[src/design/ps2mpt_pkg.sv]
// ----------------------------------------------------------------------------
// ps2mpt_pkg
// Shared types and constants for the PS/2 mouse packet tracker.
// ----------------------------------------------------------------------------
package ps2mpt_pkg;

    localparam int BYTE_W  = 8;
    localparam int MOVE_W  = 9;
    localparam int LIMIT_W = 12;

    localparam int COORD_WIDTH_DEF = 12;

    localparam logic [LIMIT_W-1:0] LIMIT_X_RST = 12'd1024;
    localparam logic [LIMIT_W-1:0] LIMIT_Y_RST = 12'd768;

    // first-byte flag positions
    localparam int BIT_OVF_Y  = 7;
    localparam int BIT_OVF_X  = 6;
    localparam int BIT_SIGN_Y = 5;
    localparam int BIT_SIGN_X = 4;

    // configuration register indexes
    localparam logic CFG_LIMIT_X = 1'b0;
    localparam logic CFG_LIMIT_Y = 1'b1;

    typedef enum logic [1:0] {
        POS_FIRST = 2'd0,
        POS_X     = 2'd1,
        POS_Y     = 2'd2
    } t_byte_pos;

    typedef struct packed {
        logic                     valid;
        logic signed [MOVE_W-1:0] move_x;
        logic signed [MOVE_W-1:0] move_y;
    } t_pkt;

endpackage

[src/design/ps2_mouse_packet_tracker_unit.sv]
// ----------------------------------------------------------------------------
// ps2_mouse_packet_tracker_unit
// PS/2 mouse packet tracker: three-byte packets in, clamped cursor out.
// ----------------------------------------------------------------------------
// Usage:
//   rx channel (i_rx_valid / o_rx_ready / i_rx_byte) takes one mouse byte per
//   beat. A header byte with either overflow bit set is dropped and the
//   tracker keeps waiting for a header.
//   out channel (o_out_valid / i_out_ready) gives one beat per complete
//   packet: cursor position after the move, plus the packet's X and Y moves.
//   Config port (i_cfg_we / i_cfg_index / i_cfg_data) writes the X and Y
//   clamp limits; write only while the tracker is idle. Throughput: one
//   byte per clock while o_rx_ready is high. Latency: the result beat is
//   valid the cycle after the third byte is taken; the single result
//   register sets it. Header and X bytes are taken even while a result
//   waits; a third byte waits only when the result register is full and
//   the receiver stalls. Reset: limits go to 1024 x 768, tracked cursor
//   position to 0,0, tracker waits for a header byte, no result pending.
// ----------------------------------------------------------------------------
module ps2_mouse_packet_tracker_unit #(
    parameter int COORD_WIDTH = ps2mpt_pkg::COORD_WIDTH_DEF
) (
    input  logic                                  i_clk,
    input  logic                                  i_rst_n,
    input  logic                                  i_rx_valid,
    output logic                                  o_rx_ready,
    input  logic [ps2mpt_pkg::BYTE_W-1:0]         i_rx_byte,
    output logic                                  o_out_valid,
    input  logic                                  i_out_ready,
    output logic [ps2mpt_pkg::LIMIT_W-1:0]        o_cursor_x,
    output logic [ps2mpt_pkg::LIMIT_W-1:0]        o_cursor_y,
    output logic signed [ps2mpt_pkg::MOVE_W-1:0]  o_move_x,
    output logic signed [ps2mpt_pkg::MOVE_W-1:0]  o_move_y,
    input  logic                                  i_cfg_we,
    input  logic                                  i_cfg_index,
    input  logic [ps2mpt_pkg::LIMIT_W-1:0]        i_cfg_data
);

    logic [ps2mpt_pkg::LIMIT_W-1:0] r_limit_x, r_limit_y;

    logic            beat;
    logic            last;
    logic            free;
    ps2mpt_pkg::t_pkt pkt;

    assign o_rx_ready = !last || free;
    assign beat       = i_rx_valid && o_rx_ready;

    always_ff @(posedge i_clk) begin
        if (!i_rst_n) begin
            r_limit_x <= ps2mpt_pkg::LIMIT_X_RST;
            r_limit_y <= ps2mpt_pkg::LIMIT_Y_RST;
        end else if (i_cfg_we) begin
            case (i_cfg_index)
                ps2mpt_pkg::CFG_LIMIT_X: r_limit_x <= i_cfg_data;
                ps2mpt_pkg::CFG_LIMIT_Y: r_limit_y <= i_cfg_data;
                default:                 r_limit_x <= r_limit_x;
            endcase
        end
    end

    ps2mpt_pkt_asm u_pkt_asm (
        .i_clk     (i_clk),
        .i_rst_n   (i_rst_n),
        .i_beat    (beat),
        .i_rx_byte (i_rx_byte),
        .o_last    (last),
        .o_pkt     (pkt)
    );

    ps2mpt_cursor #(
        .COORD_WIDTH (COORD_WIDTH)
    ) u_cursor (
        .i_clk       (i_clk),
        .i_rst_n     (i_rst_n),
        .i_pkt       (pkt),
        .i_limit_x   (r_limit_x),
        .i_limit_y   (r_limit_y),
        .i_out_ready (i_out_ready),
        .o_free      (free),
        .o_out_valid (o_out_valid),
        .o_cursor_x  (o_cursor_x),
        .o_cursor_y  (o_cursor_y),
        .o_move_x    (o_move_x),
        .o_move_y    (o_move_y)
    );

endmodule

[src/design/ps2mpt_pkt_asm.sv]
// ----------------------------------------------------------------------------
// ps2mpt_pkt_asm
// Byte position tracking and packet assembly: drops overflowed header bytes,
// holds the sign bits and the X move, emits a packet on the third byte.
// ----------------------------------------------------------------------------
module ps2mpt_pkt_asm (
    input  logic                           i_clk,
    input  logic                           i_rst_n,
    input  logic                           i_beat,
    input  logic [ps2mpt_pkg::BYTE_W-1:0]  i_rx_byte,
    output logic                           o_last,
    output ps2mpt_pkg::t_pkt               o_pkt
);

    ps2mpt_pkg::t_byte_pos r_pos, n_pos;

    logic                                r_sign_x, r_sign_y;
    logic signed [ps2mpt_pkg::MOVE_W-1:0] r_held_x;

    logic hdr_ok;

    assign hdr_ok = !(i_rx_byte[ps2mpt_pkg::BIT_OVF_Y] | i_rx_byte[ps2mpt_pkg::BIT_OVF_X]);

    // next state
    always_comb begin
        n_pos = r_pos;
        case (r_pos)
            ps2mpt_pkg::POS_FIRST: begin
                if (i_beat && hdr_ok) begin
                    n_pos = ps2mpt_pkg::POS_X;
                end
            end
            ps2mpt_pkg::POS_X: begin
                if (i_beat) begin
                    n_pos = ps2mpt_pkg::POS_Y;
                end
            end
            default: begin
                // third byte, and the unused code acts the same
                if (i_beat) begin
                    n_pos = ps2mpt_pkg::POS_FIRST;
                end
            end
        endcase
    end

    // outputs
    always_comb begin
        o_last = 1'b0;
        case (r_pos)
            ps2mpt_pkg::POS_FIRST: o_last = 1'b0;
            ps2mpt_pkg::POS_X:     o_last = 1'b0;
            default:               o_last = 1'b1;
        endcase
        o_pkt.valid  = i_beat && o_last;
        o_pkt.move_x = r_held_x;
        o_pkt.move_y = {r_sign_y, i_rx_byte};
    end

    always_ff @(posedge i_clk) begin
        if (!i_rst_n) begin
            r_pos    <= ps2mpt_pkg::POS_FIRST;
            r_sign_x <= 1'b1;
            r_sign_y <= 1'b1;
            r_held_x <= '0;
        end else begin
            r_pos <= n_pos;
            if (i_beat && (r_pos == ps2mpt_pkg::POS_FIRST) && hdr_ok) begin
                r_sign_x <= i_rx_byte[ps2mpt_pkg::BIT_SIGN_X];
                r_sign_y <= i_rx_byte[ps2mpt_pkg::BIT_SIGN_Y];
            end
            if (i_beat && (r_pos == ps2mpt_pkg::POS_X)) begin
                r_held_x <= {r_sign_x, i_rx_byte};
            end
        end
    end

endmodule

[src/design/ps2mpt_cursor.sv]
// ----------------------------------------------------------------------------
// ps2mpt_cursor
// Cursor position update with clamping, and the result register.
// ----------------------------------------------------------------------------
module ps2mpt_cursor #(
    parameter int COORD_WIDTH = ps2mpt_pkg::COORD_WIDTH_DEF
) (
    input  logic                                  i_clk,
    input  logic                                  i_rst_n,
    input  ps2mpt_pkg::t_pkt                      i_pkt,
    input  logic [ps2mpt_pkg::LIMIT_W-1:0]        i_limit_x,
    input  logic [ps2mpt_pkg::LIMIT_W-1:0]        i_limit_y,
    input  logic                                  i_out_ready,
    output logic                                  o_free,
    output logic                                  o_out_valid,
    output logic [ps2mpt_pkg::LIMIT_W-1:0]        o_cursor_x,
    output logic [ps2mpt_pkg::LIMIT_W-1:0]        o_cursor_y,
    output logic signed [ps2mpt_pkg::MOVE_W-1:0]  o_move_x,
    output logic signed [ps2mpt_pkg::MOVE_W-1:0]  o_move_y
);

    localparam int LW = ps2mpt_pkg::LIMIT_W;
    localparam int MW = ps2mpt_pkg::MOVE_W;
    // room for the larger of coordinate and limit, plus carry and sign
    localparam int CW = ((COORD_WIDTH > LW) ? COORD_WIDTH : LW) + 2;
    localparam logic [CW-1:0] COORD_MAX = CW'((64'd1 << COORD_WIDTH) - 64'd1);

    logic [COORD_WIDTH-1:0] r_pos_x, r_pos_y;

    logic                 r_out_valid;
    logic [LW-1:0]        r_cursor_x, r_cursor_y;
    logic signed [MW-1:0] r_move_x, r_move_y;

    logic [CW-1:0] lim_x, lim_y, eff_x, eff_y;
    logic [CW-1:0] sum_x, sum_y, clp_x, clp_y;

    assign lim_x = {{(CW-LW){1'b0}}, i_limit_x};
    assign lim_y = {{(CW-LW){1'b0}}, i_limit_y};
    assign eff_x = (lim_x > COORD_MAX) ? COORD_MAX : lim_x;
    assign eff_y = (lim_y > COORD_MAX) ? COORD_MAX : lim_y;

    // screen y grows downward, so the y move is subtracted
    assign sum_x = {{(CW-COORD_WIDTH){1'b0}}, r_pos_x}
                 + {{(CW-MW){i_pkt.move_x[MW-1]}}, i_pkt.move_x};
    assign sum_y = {{(CW-COORD_WIDTH){1'b0}}, r_pos_y}
                 - {{(CW-MW){i_pkt.move_y[MW-1]}}, i_pkt.move_y};

    always_comb begin
        if (sum_x[CW-1]) begin
            clp_x = '0;
        end else if (sum_x > eff_x) begin
            clp_x = eff_x;
        end else begin
            clp_x = sum_x;
        end
        if (sum_y[CW-1]) begin
            clp_y = '0;
        end else if (sum_y > eff_y) begin
            clp_y = eff_y;
        end else begin
            clp_y = sum_y;
        end
    end

    assign o_free = !r_out_valid || i_out_ready;

    always_ff @(posedge i_clk) begin
        if (!i_rst_n) begin
            r_out_valid <= 1'b0;
            r_pos_x     <= '0;
            r_pos_y     <= '0;
        end else begin
            if (i_pkt.valid) begin
                r_out_valid <= 1'b1;
                r_pos_x     <= clp_x[COORD_WIDTH-1:0];
                r_pos_y     <= clp_y[COORD_WIDTH-1:0];
            end else if (i_out_ready) begin
                r_out_valid <= 1'b0;
            end
        end
    end

    always_ff @(posedge i_clk) begin
        if (i_pkt.valid) begin
            r_cursor_x <= clp_x[LW-1:0];
            r_cursor_y <= clp_y[LW-1:0];
            r_move_x   <= i_pkt.move_x;
            r_move_y   <= i_pkt.move_y;
        end
    end

    assign o_out_valid = r_out_valid;
    assign o_cursor_x  = r_cursor_x;
    assign o_cursor_y  = r_cursor_y;
    assign o_move_x    = r_move_x;
    assign o_move_y    = r_move_y;

endmodule

[config.mk]
export PLATFORM = sky130hd
export DESIGN_NAME = ps2_mouse_packet_tracker_unit
export DESIGN_NICKNAME = d
export VERILOG_FILES = /design/src/design/ps2mpt_pkg.sv /design/src/design/ps2_mouse_packet_tracker_unit.sv /design/src/design/ps2mpt_pkt_asm.sv /design/src/design/ps2mpt_cursor.sv
export SDC_FILE = /design/constraint.sdc
export NUM_CORES = 1
export LEC_CHECK = 0
export ABC_CLOCK_PERIOD_IN_PS = 4500
export BUFFER_PORTS_ARGS = -buffer_cell sky130_fd_sc_hd__buf_2
export CORE_ASPECT_RATIO = 1.75
export CORE_MARGIN = 4
export CORE_UTILIZATION = 39
export DETAILED_ROUTE_END_ITERATION = 10
export GPL_ROUTABILITY_DRIVEN = 0
export GPL_TIMING_DRIVEN = 1
export HOLD_SLACK_MARGIN = 0.02
export PLACE_DENSITY = 0.68
export SETUP_SLACK_MARGIN = 0.1
export SYNTH_ARGS = -nofsm -noshare
export SYNTH_HDL_FRONTEND = slang
export SYNTH_SLANG_ARGS = --single-unit
[constraint.sdc]
create_clock -name i_clk -period 4.5 [get_ports i_clk]
set_input_delay 0.45 -clock i_clk [delete_from_list [all_inputs] [get_ports i_clk]]
set_output_delay 0.45 -clock i_clk [all_outputs]
set_load 0.02 [all_outputs]
==> impl_results.md <==
- Synth Instances: 684
- Placed insts: 933
- Routed vias: 5515
- Start of the worst register-to-register path: u_pkt_asm.r_held_x[1]
- Crit Path Category: reg2reg
- Dominant synthesized flop cell: dfxtp_1
- Die Area: 18400 um^2
- Max-Slew Margin vs Limit: 0.251
- Number of global-route vias before repair: 5533
- Worst Tran Pin Value: 1.12 ns
- H-tree Lvls: 3
- Area Growth Syn to Fin: 18.0%
- Synth Warn #: 0
- CORE AREA: 15900 um^2
- Reg-to-Reg End: u_cursor.o_cursor_x[0]
- Critical Path RT: 4.60 ns
- Global-route wire length before repair: 28.2 mm
- CTS tree: built
- DR top layer: met4
- Met1 Wirelength: 6.32 mm
- Drt wl/cell: 19.0 um
- Post-synth EDFFs: 42
- Final max-slew violation count: 0
- Post-route ant nets: 0
- Total Routing Usage GR: 0.196
- Clk slew on worst S/H paths: 0.07 ns
- Remaining global-route overflow: 0
- Placement Setup Slack: 0.124 ns
- Synth unique cells: 63
- Placed instance area: 6940 um^2
- Worst Reg-to-Reg Cells: 15
- # DRC: 0
- Hold Crit Class: in2reg
- DR vias/cell: 5.75
- Startpoint Class: flip-flop
- Final Non-Filler Cells: 959
- Highest clock rate: 227 MHz
- Net Count, Synth: 762
- TritonCTS Sinks: 104
- Initial antenna violation count: 0
- Final Util: 0.469
- Worst Setup EP: u_cursor.o_cursor_x[0]
- Power Dens Cells: 284 nW/um^2
- Ports: 70
- Die Y: 176 um
- Worst clock skew: 0.00787 ns
- Die width: 104 um
- CTS buffer count: 9
- Post-DP HPWL: 13.7 mm
- Final worst slack: 0.0973 ns
- # port buffers: 69
- Period utilization: 0.978
- CP Launch Point: u_pkt_asm.r_held_x[1]
- Status: finished, final reports clean
- Row count: 61
- Routed length on met3: 499 um
- Sequential-to-total area share from yosys stat: 0.397
- Setup TNS: 0 ns
- CP endpoint kind: flip-flop
- Clk_lat worst skew: 0.35 ns
- Leakage Power: 0.00292 uW
- Largest net degree at the start of global routing: 46
- Tmin final: 4.40 ns
- Mapped cell area: 6310 um^2
- Synthesis-stage register bit count: 104
- CTS root buffer: clkbuf_16
- Wire length on met2: 10.2 mm
- Critical-path maximum fanout: 7
- Final setup fails: 0
- Final instance area: 7440 um^2
- Arrival time at the worst endpoint: 4.50 ns
- Worst-case clock buffer depth: 2
- Initial drt markers: 218
- Layout cells sized above 1: 0.231
- RSZ-0062 raised after global routing: yes
- R2R setup slack: 0.1 ns
- Async S/R FF share, synth: 0
- Fin. Hold Viols: 0
- Initial Utilization: 0.397
- N_diodes: 0
- Layout Nets: 843
- Worst VDD drop: 177 uV
- DRT Pass-1 Iters: 4
- DRT Wirelength: 18.2 mm
- Max-cap violation count: 0
- Post-synthesis area per instance: 9.22 um^2
[layer usage]
metal | vias up | GRT usage
met4 | 0 | 0.120
li1 | 2682 | -
met1 | 2628 | 0.184
met5 | - | 0
met3 | 63 | 0.0241
met2 | 142 | 0.393
[metrics by stage]
stage	power (uW)	hold slack, ns
6_report	2110	0.310
5_1_grt	2200	0.306
4_1_cts	2110	0.300
3_3_place_gp	1320	0.438
2_1_floorplan	1230	0.425
3_5_place_dp	1330	0.462
[power breakdown]
group	switching [uW]	internal, uW
combinational	188	119
sequential	18.5	1000
clock	372	416
[critical path, cell delays in order (launching register included)]
cell	delay, ns
dfxtp_1	0.32
buf_4	0.14
ha_1	0.32
a211oi_1	0.33
nor2_1	0.13
a21oi_1	0.21
nand2_1	0.09
xor2_1	0.37
ha_1	0.32
and3_4	0.19
a221o_1	0.35
o41a_1	0.46
or4_4	0.59
buf_4	0.18
nand3_2	0.07
a21oi_2	0.07
[area by class of cell]
cell class / count / area [um^2]
Clock buffer: 10 / 250
Clock inverter: 6 / 50.0
Fill cell: 1536 / 8430
Inverter: 42 / 158
Multi-Input combinational cell: 503 / 3600
Sequential cell: 104 / 2510
Tap cell: 189 / 236
Timing Repair Buffer: 105 / 641
[Yosys cell counts, types with 5 or more instances]
master	number	area [um^2]
a21o_1	8	60.1
xnor2_1	9	78.8
a211oi_1	8	60.1
a21oi_1	34	170
a21oi_2	10	87.6
nand3_1	28	140
and2_1	5	31.3
o21ai_0	23	115
buf_2	9	45.0
a31oi_1	5	31.3
nor2b_1	11	68.8
and3_1	7	43.8
xor2_1	7	61.3
nor3_1	16	80.1
o311ai_2	10	163
nand2_1	104	390
clkbuf_1	23	86.3
edfxtp_1	42	1260
nand4_1	12	75.1
dfxtp_1	62	1240
ha_1	50	626
nand3_2	10	100
o211ai_1	22	165
o31ai_1	14	105
nor2_1	24	90.1
a21boi_0	31	233
inv_1	42	158
[cell usage in the layout, fill, tap and decap left out, types with 3 or more instances in the layout]
cell,count
or2_2,3
a31oi_1,5
o31ai_1,13
edfxtp_1,42
xor2_1,7
nand3_2,10
nor2_1,23
ha_4,3
a21oi_1,34
nand2b_1,3
nand2_1,104
a21boi_0,31
a211oi_1,6
buf_2,69
nand4_1,12
nand3_1,28
nor2b_1,10
clkbuf_16,10
o311ai_2,10
nor3_1,15
and2_1,5
a32oi_1,4
dfxtp_1,60
a21o_1,8
o211ai_1,22
o21a_1,3
o21ai_0,23
inv_1,41
and4_1,3
and3_1,5
a21oi_2,9
buf_4,34
xnor2_1,9
o21bai_1,3
ha_1,47
o31a_1,3
[registers in the layout, indices dropped and copies added, names as in the netlist]
register and count:
r_limit_y 12, u_cursor.o_move_y 9, u_cursor.o_out_valid 1, u_cursor.o_move_x 9, u_pkt_asm.r_pos 2, u_pkt_asm.r_held_x 9, u_cursor.r_pos_x 12, u_cursor.r_pos_y 12
u_pkt_asm.r_sign_x 1, u_pkt_asm.r_sign_y 1, u_cursor.o_cursor_y 12, r_limit_x 12, u_cursor.o_cursor_x 12
[how the worst min path moves through the flow]
stage                                    from              endpoint  slack (ns)  cells past startpoint
after detailed placement  u_cursor.r_pos_y[0]   u_cursor.r_pos_y[0]        0.46                      2
after global placement    u_cursor.r_pos_y[0]   u_cursor.r_pos_y[0]        0.44                      2
final                            i_rx_byte[6]  u_cursor.o_move_y[6]        0.31                      1
after CTS                        i_rx_byte[7]  u_cursor.o_move_y[7]        0.30                      1
after floorplan           u_cursor.r_pos_y[0]   u_cursor.r_pos_y[0]        0.43                      2
after global routing             i_rx_byte[6]  u_cursor.o_move_y[6]        0.31                      1
[cell families after synthesis]
| group | after synthesis | share of synthesized area |
|---|---|---|
| AND/OR/NAND/NOR | 233 | 0.183 |
| AO/OA/AOI/OAI | 200 | 0.238 |
| flip-flops | 104 | 0.397 |
| buffers and inverters | 77 | 0.0514 |
| adder cells (fa/ha/maj) | 52 | 0.106 |
| XOR/XNOR | 16 | 0.0222 |
| multiplexers | 2 | 0.00337 |
[timing repair]
action | in CTS | in global routing
endpoints found under the setup margin | 1 | 48
hold buffers | 0 | 0
resized for setup | 1 | 21
setup buffers | 0 | 10
pin swaps | 0 | 9
gates cloned | 0 | 0
(Power assumes the default switching activity.)
